$ cat src/rtl/core/lsdrs_pkg.sv
// Shared constants and helpers for the LSD radix sorter.
// No dependencies; every other file of the sorter except lsdrs_ram refers to this package.
package lsdrs_pkg;

  localparam int KEY_W         = 10;  // key field width
  localparam int DEF_DIGITS    = 3;   // default digits per key
  localparam int DEF_RADIX     = 10;  // default number of buckets
  localparam int DEF_MAX_ITEMS = 32;  // default store depth
  localparam int DIV_SHIFT     = 16;  // fraction bits of the reciprocal divider

  // Largest key that fits in the given digits, capped at the field limit.
  function automatic int key_limit(input int digits, input int radix);
    int p;
    int lim;
    p   = 1;
    lim = -1;
    for (int i = 0; i < digits; i++) begin
      p = p * radix;
      if (p > (1 << KEY_W) && lim < 0) begin
        lim = (1 << KEY_W) - 1;
      end
    end
    if (lim < 0) begin
      lim = p - 1;
    end
    return lim;
  endfunction

endpackage

$ cat src/rtl/core/lsdrs_in_if.sv
// Key input channel of the LSD radix sorter: valid/ready plus one key item.
// Depends on lsdrs_pkg for the key width.
interface lsdrs_in_if;
  logic                        valid;
  logic                        ready;
  logic [lsdrs_pkg::KEY_W-1:0] key_value;
  logic                        end_of_set;

  modport source (output valid, output key_value, output end_of_set, input ready);
  modport sink   (input valid, input key_value, input end_of_set, output ready);
endinterface

$ cat src/rtl/core/lsdrs_out_if.sv
// Result channel of the LSD radix sorter: valid/ready plus one sorted item.
// Depends on lsdrs_pkg for the key width.
interface lsdrs_out_if;
  logic                        valid;
  logic                        ready;
  logic [lsdrs_pkg::KEY_W-1:0] sorted_value;
  logic                        final_flag;
  logic                        dropped;

  modport source (output valid, output sorted_value, output final_flag, output dropped,
                  input ready);
  modport sink   (input valid, input sorted_value, input final_flag, input dropped,
                  output ready);
endinterface

$ cat src/rtl/core/lsdrs_ram.sv
// Generic single-write, single-read RAM with registered read data.
// No dependencies.
module lsdrs_ram #(
  parameter int WIDTH = 16,
  parameter int DEPTH = 32
) (
  input  logic                     clk,
  input  logic                     wr_en,
  input  logic [$clog2(DEPTH)-1:0] wr_addr,
  input  logic [WIDTH-1:0]         wr_data,
  input  logic                     rd_en,
  input  logic [$clog2(DEPTH)-1:0] rd_addr,
  output logic [WIDTH-1:0]         rd_data
);

  logic [WIDTH-1:0] mem [DEPTH];

  always_ff @(posedge clk) begin
    if (wr_en) begin
      mem[wr_addr] <= wr_data;
    end
    if (rd_en) begin
      rd_data <= mem[rd_addr];
    end
  end

endmodule

$ cat src/rtl/core/lsdrs_digit_unit.sv
// Shared divide-by-radix unit: quotient and remainder of a key.
// Stage one registers the reciprocal product; stage two corrects it. Uses lsdrs_pkg.
module lsdrs_digit_unit #(
  parameter int RADIX = lsdrs_pkg::DEF_RADIX
) (
  input  logic                        clk,
  input  logic [lsdrs_pkg::KEY_W-1:0] x,      // hold stable for two cycles
  output logic [lsdrs_pkg::KEY_W-1:0] q,
  output logic [$clog2(RADIX)-1:0]    rem
);

  localparam int KW     = lsdrs_pkg::KEY_W;
  localparam int SH     = lsdrs_pkg::DIV_SHIFT;
  localparam int DW     = $clog2(RADIX);
  localparam int RW     = $clog2(RADIX) + 1;
  localparam int QW     = KW + RW;
  localparam int PROD_W = KW + SH;
  localparam int RECIP  = (1 << SH) / RADIX;

  localparam logic [PROD_W-1:0] RECIP_V = PROD_W'(RECIP);
  localparam logic [QW-1:0]     RADIX_Q = QW'(RADIX);
  localparam logic [RW-1:0]     RADIX_R = RW'(RADIX);

  logic [PROD_W-1:0] prod_r;
  logic [KW-1:0]     q_est;
  logic [QW-1:0]     q_mul;
  logic [QW-1:0]     diff;
  logic [RW-1:0]     rem_raw;
  logic [RW-1:0]     rem_fix;
  logic              over;

  always_ff @(posedge clk) begin
    prod_r <= PROD_W'(x) * RECIP_V;
  end

  // estimate is exact or one short; one compare and subtract fixes it
  always_comb begin
    q_est   = prod_r[SH +: KW];
    q_mul   = QW'(q_est) * RADIX_Q;
    diff    = QW'(x) - q_mul;
    rem_raw = diff[RW-1:0];
    over    = (rem_raw >= RADIX_R);
    rem_fix = over ? (rem_raw - RADIX_R) : rem_raw;
    q       = over ? (q_est + KW'(1)) : q_est;
    rem     = rem_fix[DW-1:0];
  end

endmodule

$ cat src/rtl/core/lsd_decimal_radix_sorter_unit.sv
// LSD radix sorter, top level.
// Uses lsdrs_pkg, lsdrs_in_if, lsdrs_out_if, lsdrs_ram and lsdrs_digit_unit.
//
// Usage: keys enter on in_ch one item at a time; the item with end_of_set high
// closes the set (its key belongs to the set). Keys above RADIX^DIGITS-1 are
// clamped. Once the store holds MAX_ITEMS keys, further keys are dropped and
// every result of that set carries dropped = 1.
// Loading: each stored key is split into its digits by the shared
// divide-by-radix unit, through states CV1 and CV2 for each digit;
// in_ch.ready is low meanwhile.
// Sorting: DIGITS stable counting passes between two RAMs; each pass runs
// clear, count scan, prefix sum and scatter for the n held keys, paced by the
// single read port of the source RAM.
// Output: results leave sorted through an output register on out_ch, with one
// read in flight at a time; final_flag marks the last. A stall on out_ch holds the
// item and pauses the read-out.
// Reset: synchronous, active low; clears the set state, input ready after it.
module lsd_decimal_radix_sorter_unit #(
  parameter int DIGITS    = lsdrs_pkg::DEF_DIGITS,
  parameter int RADIX     = lsdrs_pkg::DEF_RADIX,
  parameter int MAX_ITEMS = lsdrs_pkg::DEF_MAX_ITEMS
) (
  input  logic  clk,
  input  logic  rst_n,
  lsdrs_in_if.sink    in_ch,
  lsdrs_out_if.source out_ch
);

  localparam int KW     = lsdrs_pkg::KEY_W;
  localparam int DW     = $clog2(RADIX);
  localparam int PW     = (DIGITS > 1) ? $clog2(DIGITS) : 1;
  localparam int CNTW   = $clog2(MAX_ITEMS + 1);
  localparam int AW     = $clog2(MAX_ITEMS);
  localparam int WORD_W = DIGITS * DW + KW;
  localparam int KEY_LIMIT = lsdrs_pkg::key_limit(DIGITS, RADIX);

  localparam logic [KW-1:0]   KEY_LIM_V = KW'(KEY_LIMIT);
  localparam logic [CNTW-1:0] FULL_V    = CNTW'(MAX_ITEMS);
  localparam logic [PW-1:0]   LAST_PASS = PW'(DIGITS - 1);
  localparam logic [DW-1:0]   LAST_BKT  = DW'(RADIX - 1);

  // sequencer states
  localparam logic [2:0] ST_LOAD = 3'd0;  // take keys
  localparam logic [2:0] ST_CV1  = 3'd1;  // divider multiply
  localparam logic [2:0] ST_CV2  = 3'd2;  // divider correct, shift digit in
  localparam logic [2:0] ST_CLR  = 3'd3;  // clear bucket counters
  localparam logic [2:0] ST_CNT  = 3'd4;  // count digits of the source
  localparam logic [2:0] ST_PFX  = 3'd5;  // counts to start offsets
  localparam logic [2:0] ST_SCT  = 3'd6;  // scatter into the destination
  localparam logic [2:0] ST_EMIT = 3'd7;  // read out sorted keys

  typedef logic [DIGITS-1:0][DW-1:0] digits_t;

  logic [2:0]          state_r;
  logic [CNTW-1:0]     held_r;
  logic                ovf_r;
  logic                last_r;
  logic [KW-1:0]       x_r;
  logic [KW-1:0]       key_r;
  digits_t             dig_r;
  logic [PW-1:0]       pass_r;
  logic                src_pong_r;
  logic [CNTW-1:0]     idx_r;
  logic                rd_pend_r;
  logic [CNTW-1:0]     cnt_r [RADIX];
  logic [DW-1:0]       bidx_r;
  logic [CNTW-1:0]     run_r;
  logic                out_valid_r;
  logic [KW-1:0]       out_value_r;
  logic                out_final_r;
  logic                out_drop_r;

  logic [KW-1:0]       div_q;
  logic [DW-1:0]       div_rem;
  digits_t             dig_nxt;
  digits_t             rd_digits;
  digits_t             rot_digits;
  logic [WORD_W-1:0]   ping_rd;
  logic [WORD_W-1:0]   pong_rd;
  logic [WORD_W-1:0]   rd_word;
  logic [DW-1:0]       cur_dig;
  logic [DW-1:0]       cnt_sel;
  logic [CNTW-1:0]     cnt_rd;
  logic [KW-1:0]       key_cl;
  logic                in_fire;
  logic                out_free;
  logic                issue;
  logic                scan_done;
  logic                cv_done;
  logic                sct_wr;
  logic                ping_we;
  logic                pong_we;
  logic [AW-1:0]       wr_addr;
  logic [WORD_W-1:0]   wr_word;

  lsdrs_digit_unit #(.RADIX(RADIX)) u_div (
    .clk (clk),
    .x   (x_r),
    .q   (div_q),
    .rem (div_rem)
  );

  lsdrs_ram #(.WIDTH(WORD_W), .DEPTH(MAX_ITEMS)) u_ping (
    .clk     (clk),
    .wr_en   (ping_we),
    .wr_addr (wr_addr),
    .wr_data (wr_word),
    .rd_en   (issue),
    .rd_addr (idx_r[AW-1:0]),
    .rd_data (ping_rd)
  );

  lsdrs_ram #(.WIDTH(WORD_W), .DEPTH(MAX_ITEMS)) u_pong (
    .clk     (clk),
    .wr_en   (pong_we),
    .wr_addr (wr_addr),
    .wr_data (wr_word),
    .rd_en   (issue),
    .rd_addr (idx_r[AW-1:0]),
    .rd_data (pong_rd)
  );

  assign in_ch.ready         = (state_r == ST_LOAD);
  assign out_ch.valid        = out_valid_r;
  assign out_ch.sorted_value = out_value_r;
  assign out_ch.final_flag   = out_final_r;
  assign out_ch.dropped      = out_drop_r;

  always_comb begin
    in_fire  = in_ch.valid && (state_r == ST_LOAD);
    key_cl   = (in_ch.key_value > KEY_LIM_V) ? KEY_LIM_V : in_ch.key_value;
    out_free = !out_valid_r || out_ch.ready;

    // shift the new remainder in at the top; after DIGITS steps digit 0 sits lowest
    for (int i = 0; i < DIGITS - 1; i++) begin
      dig_nxt[i] = dig_r[i + 1];
    end
    dig_nxt[DIGITS-1] = div_rem;
    cv_done = (state_r == ST_CV2) && (pass_r == LAST_PASS);

    rd_word   = src_pong_r ? pong_rd : ping_rd;
    rd_digits = rd_word[WORD_W-1:KW];
    cur_dig   = rd_digits[0];
    // rotate so the next pass finds its digit lowest again
    for (int i = 0; i < DIGITS - 1; i++) begin
      rot_digits[i] = rd_digits[i + 1];
    end
    rot_digits[DIGITS-1] = rd_digits[0];

    cnt_sel = (state_r == ST_PFX) ? bidx_r : cur_dig;
    cnt_rd  = cnt_r[cnt_sel];

    case (state_r)
      ST_CNT, ST_SCT: issue = (idx_r != held_r);
      ST_EMIT:        issue = (idx_r != held_r) && !rd_pend_r && out_free;
      default:        issue = 1'b0;
    endcase
    scan_done = (idx_r == held_r) && !rd_pend_r;

    sct_wr  = (state_r == ST_SCT) && rd_pend_r;
    ping_we = cv_done || (sct_wr && src_pong_r);
    pong_we = sct_wr && !src_pong_r;
    wr_addr = (state_r == ST_SCT) ? cnt_rd[AW-1:0] : held_r[AW-1:0];
    wr_word = (state_r == ST_SCT) ? {rot_digits, rd_word[KW-1:0]} : {dig_nxt, key_r};
  end

  always_ff @(posedge clk) begin
    if (!rst_n) begin
      state_r     <= ST_LOAD;
      held_r      <= '0;
      ovf_r       <= 1'b0;
      last_r      <= 1'b0;
      pass_r      <= '0;
      src_pong_r  <= 1'b0;
      idx_r       <= '0;
      rd_pend_r   <= 1'b0;
      bidx_r      <= '0;
      run_r       <= '0;
      out_valid_r <= 1'b0;
      for (int b = 0; b < RADIX; b++) begin
        cnt_r[b] <= '0;
      end
    end else begin
      rd_pend_r <= issue;
      if (issue) begin
        idx_r <= idx_r + CNTW'(1);
      end
      if (out_valid_r && out_ch.ready) begin
        out_valid_r <= 1'b0;
      end

      case (state_r)
        ST_LOAD: begin
          if (in_fire) begin
            if (held_r == FULL_V) begin
              // store full: drop the key, flag the set
              ovf_r <= 1'b1;
              if (in_ch.end_of_set) begin
                pass_r     <= '0;
                src_pong_r <= 1'b0;
                state_r    <= ST_CLR;
              end
            end else begin
              x_r     <= key_cl;
              key_r   <= key_cl;
              last_r  <= in_ch.end_of_set;
              pass_r  <= '0;
              state_r <= ST_CV1;
            end
          end
        end
        ST_CV1: begin
          state_r <= ST_CV2;
        end
        ST_CV2: begin
          x_r   <= div_q;
          dig_r <= dig_nxt;
          if (cv_done) begin
            held_r     <= held_r + CNTW'(1);
            pass_r     <= '0;
            src_pong_r <= 1'b0;
            state_r    <= last_r ? ST_CLR : ST_LOAD;
          end else begin
            pass_r  <= pass_r + PW'(1);
            state_r <= ST_CV1;
          end
        end
        ST_CLR: begin
          for (int b = 0; b < RADIX; b++) begin
            cnt_r[b] <= '0;
          end
          idx_r   <= '0;
          bidx_r  <= '0;
          run_r   <= '0;
          state_r <= ST_CNT;
        end
        ST_CNT: begin
          if (rd_pend_r) begin
            cnt_r[cnt_sel] <= cnt_rd + CNTW'(1);
          end
          if (scan_done) begin
            state_r <= ST_PFX;
          end
        end
        ST_PFX: begin
          // exclusive prefix sum, one bucket a cycle
          cnt_r[cnt_sel] <= run_r;
          run_r          <= run_r + cnt_rd;
          bidx_r         <= bidx_r + DW'(1);
          if (bidx_r == LAST_BKT) begin
            idx_r   <= '0;
            state_r <= ST_SCT;
          end
        end
        ST_SCT: begin
          if (rd_pend_r) begin
            cnt_r[cnt_sel] <= cnt_rd + CNTW'(1);
          end
          if (scan_done) begin
            src_pong_r <= !src_pong_r;
            idx_r      <= '0;
            if (pass_r == LAST_PASS) begin
              state_r <= ST_EMIT;
            end else begin
              pass_r  <= pass_r + PW'(1);
              state_r <= ST_CLR;
            end
          end
        end
        ST_EMIT: begin
          // read issued only when the output register is free next cycle
          if (rd_pend_r) begin
            out_valid_r <= 1'b1;
            out_value_r <= rd_word[KW-1:0];
            out_final_r <= (idx_r == held_r);
            out_drop_r  <= ovf_r;
          end
          if (scan_done) begin
            held_r  <= '0;
            ovf_r   <= 1'b0;
            pass_r  <= '0;
            state_r <= ST_LOAD;
          end
        end
        default: begin
          state_r <= ST_LOAD;
        end
      endcase
    end
  end

endmodule

$ cat src/flat_wrapper.sv
// flat-port wrapper written by rule: the top's interface ports become plain ports
module lsd_decimal_radix_sorter_unit_flat 
#(
  parameter int DIGITS    = lsdrs_pkg::DEF_DIGITS,
  parameter int RADIX     = lsdrs_pkg::DEF_RADIX,
  parameter int MAX_ITEMS = lsdrs_pkg::DEF_MAX_ITEMS
)
  (clk, rst_n, in_ch_valid, in_ch_key_value, in_ch_end_of_set, in_ch_ready, out_ch_valid, out_ch_sorted_value, out_ch_final_flag, out_ch_dropped, out_ch_ready);
  lsdrs_in_if in_ch_i ();
  lsdrs_out_if out_ch_i ();
  input  logic clk;
  input  logic rst_n;
  input wire logic [$bits(in_ch_i.valid)-1:0] in_ch_valid;
  input wire logic [$bits(in_ch_i.key_value)-1:0] in_ch_key_value;
  input wire logic [$bits(in_ch_i.end_of_set)-1:0] in_ch_end_of_set;
  output wire logic [$bits(in_ch_i.ready)-1:0] in_ch_ready;
  output wire logic [$bits(out_ch_i.valid)-1:0] out_ch_valid;
  output wire logic [$bits(out_ch_i.sorted_value)-1:0] out_ch_sorted_value;
  output wire logic [$bits(out_ch_i.final_flag)-1:0] out_ch_final_flag;
  output wire logic [$bits(out_ch_i.dropped)-1:0] out_ch_dropped;
  input wire logic [$bits(out_ch_i.ready)-1:0] out_ch_ready;
  assign in_ch_i.valid = in_ch_valid;
  assign in_ch_i.key_value = in_ch_key_value;
  assign in_ch_i.end_of_set = in_ch_end_of_set;
  assign in_ch_ready = in_ch_i.ready;
  assign out_ch_valid = out_ch_i.valid;
  assign out_ch_sorted_value = out_ch_i.sorted_value;
  assign out_ch_final_flag = out_ch_i.final_flag;
  assign out_ch_dropped = out_ch_i.dropped;
  assign out_ch_i.ready = out_ch_ready;
  lsd_decimal_radix_sorter_unit #(.DIGITS(DIGITS), .RADIX(RADIX), .MAX_ITEMS(MAX_ITEMS)) u_core (.clk(clk), .rst_n(rst_n), .in_ch(in_ch_i), .out_ch(out_ch_i));
endmodule
$ cat config.mk
export PLATFORM = sky130hd
export DESIGN_NAME = lsd_decimal_radix_sorter_unit_flat
export DESIGN_NICKNAME = d
export VERILOG_FILES = /design/src/rtl/core/lsdrs_pkg.sv /design/src/rtl/core/lsdrs_in_if.sv /design/src/rtl/core/lsdrs_out_if.sv /design/src/rtl/core/lsdrs_ram.sv /design/src/rtl/core/lsdrs_digit_unit.sv /design/src/rtl/core/lsd_decimal_radix_sorter_unit.sv /design/src/flat_wrapper.sv
export SDC_FILE = /design/constraint.sdc
export NUM_CORES = 2
export LEC_CHECK = 0
export BUFFER_PORTS_ARGS = -buffer_cell sky130_fd_sc_hd__buf_2
export CORE_MARGIN = 5
export CORE_UTILIZATION = 40
export DETAILED_ROUTE_END_ITERATION = 10
export PLACE_DENSITY = 0.63
export SLEW_MARGIN = 20
export SYNTH_ARGS = -nofsm -noshare
export SYNTH_HDL_FRONTEND = slang
export SYNTH_SLANG_ARGS = --single-unit
$ cat constraint.sdc
create_clock -name clk -period 7.3 [get_ports clk]
set_clock_uncertainty 0.1 [all_clocks]
set_input_delay 0.365 -clock clk [delete_from_list [all_inputs] [get_ports clk]]
set_output_delay 0.365 -clock clk [all_outputs]
set_load 0.02 [all_outputs]
---- Yosys cells after proc, flatten, opt, wreduce, memory -nomap -nowiden ----
Memories as Yosys holds them, arrays and structs flattened. A register that Yosys moved wholly into a read port is not among the register bits.
Cells that the tools add are included.
word-level totals
  register bits after elaboration ......... 95
  RAM bits ................................ 1,468
  output and inout bits ................... 14
  word-level logic and storage cells ...... 189
  memories ................................ 3
memory list
  memory             words  width  read ports  clocked after memory_dff  wr ports  RTL line                             text
  u_core.u_ping.mem  32     22     1           1                         1         lsdrs_ram.sv:16                      logic [WIDTH-1:0] mem [DEPTH];
  u_core.u_pong.mem  32     22     1           1                         1         lsdrs_ram.sv:16
  u_core.cnt_r       10     6      1           0                         10        lsd_decimal_radix_sorter_unit.sv:65  logic [CNTW-1:0] cnt_r [RADIX];
operators by class
  $add $sub $neg .......................... 9
  multipliers ............................. 2
  magnitude comparators ................... 2
  equality and inequality tests ........... 23
  mux-type cells .......................... 85
  bitwise operators ....................... 13
  reduce and logical (&&, ||, !) cells .... 33
operators with widths
  cell                    number
  $mux 6                  18
  $mux 22                 2
  $mux 1                  30
  $mux 10                 3
  $mux 3                  9
  $pmux 3 s8              1
  $pmux 6 s2              2
  $mul 10x13->23 const B  1
  $pmux 10 s2             1
  $add 6x1->6 const B     3
  $pmux 6 s3              1
  $reduce_and 6->1        3
  $mux 2                  8
  $eq 3x3->1 const B      4
  $mux 4                  3
  $ne 2x1->1 const B      6
  $or 1x1->1              12
  $reduce_and 4->1        3
  $gt 10x10->1 const B    1
  $logic_and 1x1->1       9
  $reduce_and 3->1        3
  $add 7x1->8 const B     1
  $mux 8                  1
  $ne 2x2->1 const B      4
  30 further kinds        38

---- Depth between registers and ports, before layout ----
  word-level depth ........................ 8
  depth in mapped cells ................... 20
  depth with buffers taken out ............ 20

---- Cells and area by module ----
A second synthesis with hierarchy kept.
second synthesis, totals
  cell total of the unflattened synthesis .. 4,069
  area total of the unflattened synthesis .. 66,441.2 um^2
by module, submodules not included
  module                         instances  cells an instance  area each (um^2)  seq. area each (um^2)
  lsdrs_ram                      2          1,550              28,205.8          21,800.9
  lsd_decimal_radix_sorter_unit  1          696                7,547.2           4,224.1
  lsdrs_digit_unit               1          273                2,482.4           140.1

---- Worst setup path before layout ----
No wires, ideal clock.
  path kind ............................... register -> register
  from .................................... reg u_core.x_r[4]
  to ...................................... reg u_core.u_div.prod_r[22]
  arrival time ............................ 4,763 ps
  data required time ...................... 7,128 ps
  path slack .............................. 2,365 ps
  stages on the path, launching flop included .. 19
  clock period less this slack ............ 4,935 ps
  cell sequence ........................... edfxtp_1 > ha_1 > fa_1 > inv_1 > fa_1 > inv_1 > fa_1 > inv_1 > fa_1 > inv_1 > ha_1 > a21o_1 > a21o_1 > a211oi_1 > a31oi_1 > a2111oi_0 > nor3_1 > a21oi_1 > xnor2_1
on the way
  cells in the longest elaborated chain, start to end .. 1
ends and longest elaborated chain
  what                    RTL line                              text
  from (decl)             lsd_decimal_radix_sorter_unit.sv:58   logic [KW-1:0] x_r;
  from (signal assigned)  lsd_decimal_radix_sorter_unit.sv:204  x_r <= key_cl;
  from (signal assigned)  lsd_decimal_radix_sorter_unit.sv:216  x_r <= div_q;
  $mul 10x13->23          lsdrs_digit_unit.sv:33                prod_r <= PROD_W'(x) * RECIP_V;
  to (signal assigned)    lsdrs_digit_unit.sv:33
  to (decl)               lsdrs_digit_unit.sv:24                logic [PROD_W-1:0] prod_r;
Every way passes these cells.
A chain may end at the register's enable or synchronous reset.

---- Final worst setup path ----
Same ends and word-level chain as after synthesis.

==> run summary <==
The run finished with clean final reports. Setup repair after global routing left no endpoint under its margin. The slew at the pin with the worst max-slew slack was 1.14 ns; the maximum level of the CTS H-tree was 4. The chip width is 412 µm.

The synthesized netlist devotes 0.529% of its cell area to XOR and XNOR gates. Dividing total power by cell area gives a power density of 299 nW/µm². The layout-stage area growth over the synthesis result works out to 13.9%. The total number of yosys warnings is 0, and the mean area per synthesized cell is 21.3 µm². The prevailing post-synth register cell is sky130_fd_sc_hd__edfxtp_1.

After detailed routing, the average wire length per cell comes to 27.6 µm. Timing would allow up to 189 MHz. The run gives 5175 as the count of placed standard cells including taps. Number of antenna violations at the first check in global routing: 6. Of the total synthesized cell area, the portion taken by AND, OR, NAND and NOR gates is 2.54%. The final-stage net count is 3318. The mux share of post-synthesis cell area works out to 17.7%. The finished layout holds 5493 standard cells, fillers aside. The number of fillers in the final layout is 13200, and the delay of the slowest cell on the worst path is 0.58 ns.

TritonCTS created 164 clock buffers. Along the worst path, the maximum fanout reaches 5. Max-cap violations in this run came to 0.

The total setup violations reported at the end of the flow is 0. Summed over all failing endpoints, the final setup total negative slack is 0 ns. The tree built by TritonCTS fans out to 1610 sinks. After floorplanning, the core was sized to cover 161000 µm². By area, the combinational part of the netlist is dominated by multiplexers. Routability-driven placement finished with a final weighted congestion of 0.823.

The all-layer global routing usage is 17.9%. CTS placed an instance of sky130_fd_sc_hd__clkbuf_16 at the clock tree root. STA classifies the critical path endpoint as a flip-flop. In this run the core area contains 147 standard-cell rows. For the count of buffers added by post-CTS timing repair for setup, the log shows 0. The tools report the half-perimeter wire length of the detailed placement result as 88900 µm. Once detail routing completed, the nets flagged for antenna violations numbered 0. Launching element type of the critical path: a flip-flop. For this run, design rule violations remaining after detail routing come to 0. Number of enable-type register cells in the synthesized netlist: 1572. The slowest stage of the critical path belongs to the cell sky130_fd_sc_hd__fa_1. The sequential area share after synthesis is 74.2%, and the shortest period the worst path allows is 5.29 ns.

The tools report the die area as 170000 µm². The routed design has 152000 µm of wire. The worst hold path belongs to the class in2reg.

The number of DRC markers in iteration 0 is 3548. For the boundary pin count, the log shows 29. TritonCTS built the clock tree. The clock passes through at most 3 buffers. Top cell type by total area after synthesis: sky130_fd_sc_hd__edfxtp_1.

The insertion delay of the later-clocked pin in the worst-skew pair is 0.78 ns, and the adder-cell share of the synthesized area is 2.28%. The first TritonRoute pass finished after 5 iterations. The layout cell share with drive strength beyond 1 was 29.6%; the worst-case vdd ir drop was 377 µV. The number of port buffers is 28. For the arrival time of the worst setup path, the log shows 5.88 ns.

Entering global routing, the biggest net connects 109 pins. The run gives 3039 as the synthesized instance count. By area the synthesized netlist is led by sky130_fd_sc_hd__edfxtp_1 73%, sky130_fd_sc_hd__mux4_2 16%, sky130_fd_sc_hd__ha_1 1.5%. Summing the areas of all compound-gate instances in the mapped netlist gives 1.46% of the synthesized area. The final clock period utilization by the worst path was 72.5%; the leakage power figure was 0.0228 µW.

The global-route wire length before repair was 221000 µm. The commonest cells after synthesis are 1572 x sky130_fd_sc_hd__edfxtp_1, 451 x sky130_fd_sc_hd__mux4_2, 162 x sky130_fd_sc_hd__nor2_1. Headroom to the max-slew limit came out at 23.6%. The worst setup path is of the reg2reg kind.

The number of nets produced by synthesis was 3157. The starting density of the core is 40.2%. The via count of the first global-routing pass was 30700. The via density per instance was 5.61.

For this run, asynchronously set or reset flops after synthesis account for 0%. From bottom edge to top edge, the die measures 412 µm. Traced cell by cell, the critical path runs through ha_1, fa_1, inv_1, fa_1, inv_1, fa_1, inv_1, fa_1, inv_1, ha_1, a21o_1, a21o_1, a211oi_1, a31oi_1, a2111oi_0, nor3_1, a21oi_1, xnor2_1.

The run gives 0 as the max-slew violation total from the final report. The mapped netlist covers 64600 µm². Worst endpoint required time: 7.89 ns. The total via count after detailed routing was 30800; the clock transition at the register clock pins on the worst setup and hold paths after CTS was 0.06 ns. Global routing finished with a remaining overflow of 0. The total power consumption of the routed design was 22000 µW; the top-area cell type share of the netlist area was 73.0%. For the final hold violation count, the log shows 0. The number of gates resized after CTS was 0. Counting flops and latches in the post-synthesis netlist gives 1610. The netlist uses 62 different library cells. In the post-synthesis netlist, the cell with the most instances is sky130_fd_sc_hd__edfxtp_1.
==> layout by cell type (no fill, tap or decap), types with 25 or more instances in the layout <==
| master | n |
|---|---|
| sky130_fd_sc_hd__a21oi_1 | 40 |
| sky130_fd_sc_hd__buf_2 | 28 |
| sky130_fd_sc_hd__buf_4 | 102 |
| sky130_fd_sc_hd__clkbuf_1 | 54 |
| sky130_fd_sc_hd__clkbuf_16 | 168 |
| sky130_fd_sc_hd__clkinv_1 | 26 |
| sky130_fd_sc_hd__dfxtp_1 | 32 |
| sky130_fd_sc_hd__edfxtp_1 | 1572 |
| sky130_fd_sc_hd__fa_1 | 25 |
| sky130_fd_sc_hd__ha_1 | 78 |
| sky130_fd_sc_hd__inv_1 | 57 |
| sky130_fd_sc_hd__mux2_2 | 60 |
| sky130_fd_sc_hd__mux2i_1 | 28 |
| sky130_fd_sc_hd__mux4_2 | 451 |
| sky130_fd_sc_hd__nand2_1 | 93 |
| sky130_fd_sc_hd__nor2_1 | 96 |
| sky130_fd_sc_hd__nor2_2 | 60 |
==> registers in the layout (all words and copies together), names as in the netlist <==
register	count
u_core.run_r	5
u_core.u_pong.rd_data	22
u_core.ovf_r	1
u_core.last_r	1
u_core.u_ping.rd_data	22
u_core.cnt_r	80
u_core.u_div.prod_r	7
u_core.bidx_r	4
u_core.pass_r	2
u_core.idx_r	6
u_core.rd_pend_r	1
u_core.held_r	6
u_core.dig_nxt	8
u_core.u_ping.mem	704
u_core.out_ch.final_flag	1
u_core.out_ch.sorted_value	10
u_core.key_r	10
u_core.out_ch.dropped	1
u_core.state_r	3
u_core.src_pong_r	1
u_core.out_ch.valid	1
u_core.x_r	10
u_core.u_pong.mem	704
==> layout make-up <==
type / instances / area, µm² / area share (%)
diodes: 1 / 2.50 / 0.00340
clock buffers: 222 / 4410 / 5.98
clock inverters: 76 / 882 / 1.20
inverters: 59 / 221 / 0.301
multi-input cells: 1212 / 16200 / 22.0
flip-flops and latches: 1610 / 48000 / 65.2
well taps: 2160 / 2700 / 3.67
repair buffers: 153 / 1250 / 1.69
==> where the power goes <==
group          total, µW  switching [µW]  internal [µW]
Clock               8260            3500           4760
Combinational       2560            1830            727
Sequential         11200            66.4          11100
Total              22000            5400          16600
==> layer usage <==
| metal | GRT usage (%) | wire length [µm] | vias up |
|---|---|---|---|
| li1 | - | - | 12900 |
| met3 | 2.78 | 9960 | 206 |
| met4 | 5.39 | 4030 | 0 |
| met5 | 0 | 0 | - |
| met1 | 26.1 | 65200 | 16600 |
| met2 | 28.2 | 72700 | 1179 |
==> critical path, delay by kind of cell (launching register included) <==
family	cells	cell delay, ns
xor gates and xnor gates	1	0.13
buffers and inverters	4	0.21
adders and majority gates	6	2.73
and+or+nand+nor	1	0.15
DFF	1	0.48
AOI/OAI and AO/OA	6	1.43
==> cell families after synthesis <==
family | count (synthesis)
compound gates | 149
fa+ha+maj | 103
mux | 554
xor+xnor | 39
buf+inv | 217
simple gates | 367
flops | 1610
==> path summary, 6_finish.rpt <==
path,start,end,slack [ns],cells after the start
max reg2reg,u_core.x_r[4],u_core.u_div.prod_r[22],2.01,18
min,in_ch_key_value[9],u_core.key_r[9],0.24,2
min reg2reg,u_core.dig_nxt[5],u_core.dig_nxt[1],0.38,0
max,u_core.x_r[4],u_core.u_div.prod_r[22],2.01,18
==> what timing repair did <==
item | 4_1_cts | 5_1_grt
setup endpoints to repair | 0 | 0
hold buffers | 15 | 0
hold endpoints to repair | 24 | 0
==> metrics by stage <==
step	hold slack (ns)	cell area, µm²	worst slack [ns]	utilization (%)
global route	0.232	73600	1.74	45.9
finish	0.245	73600	2.01	45.9
CTS	0.180	73500	1.94	45.8
global placement	0.345	68100	1.97	42.4
floorplan	0.309	64600	2.37	-
detailed placement	0.357	68100	1.95	42.4
(Power assumes the default switching activity.)
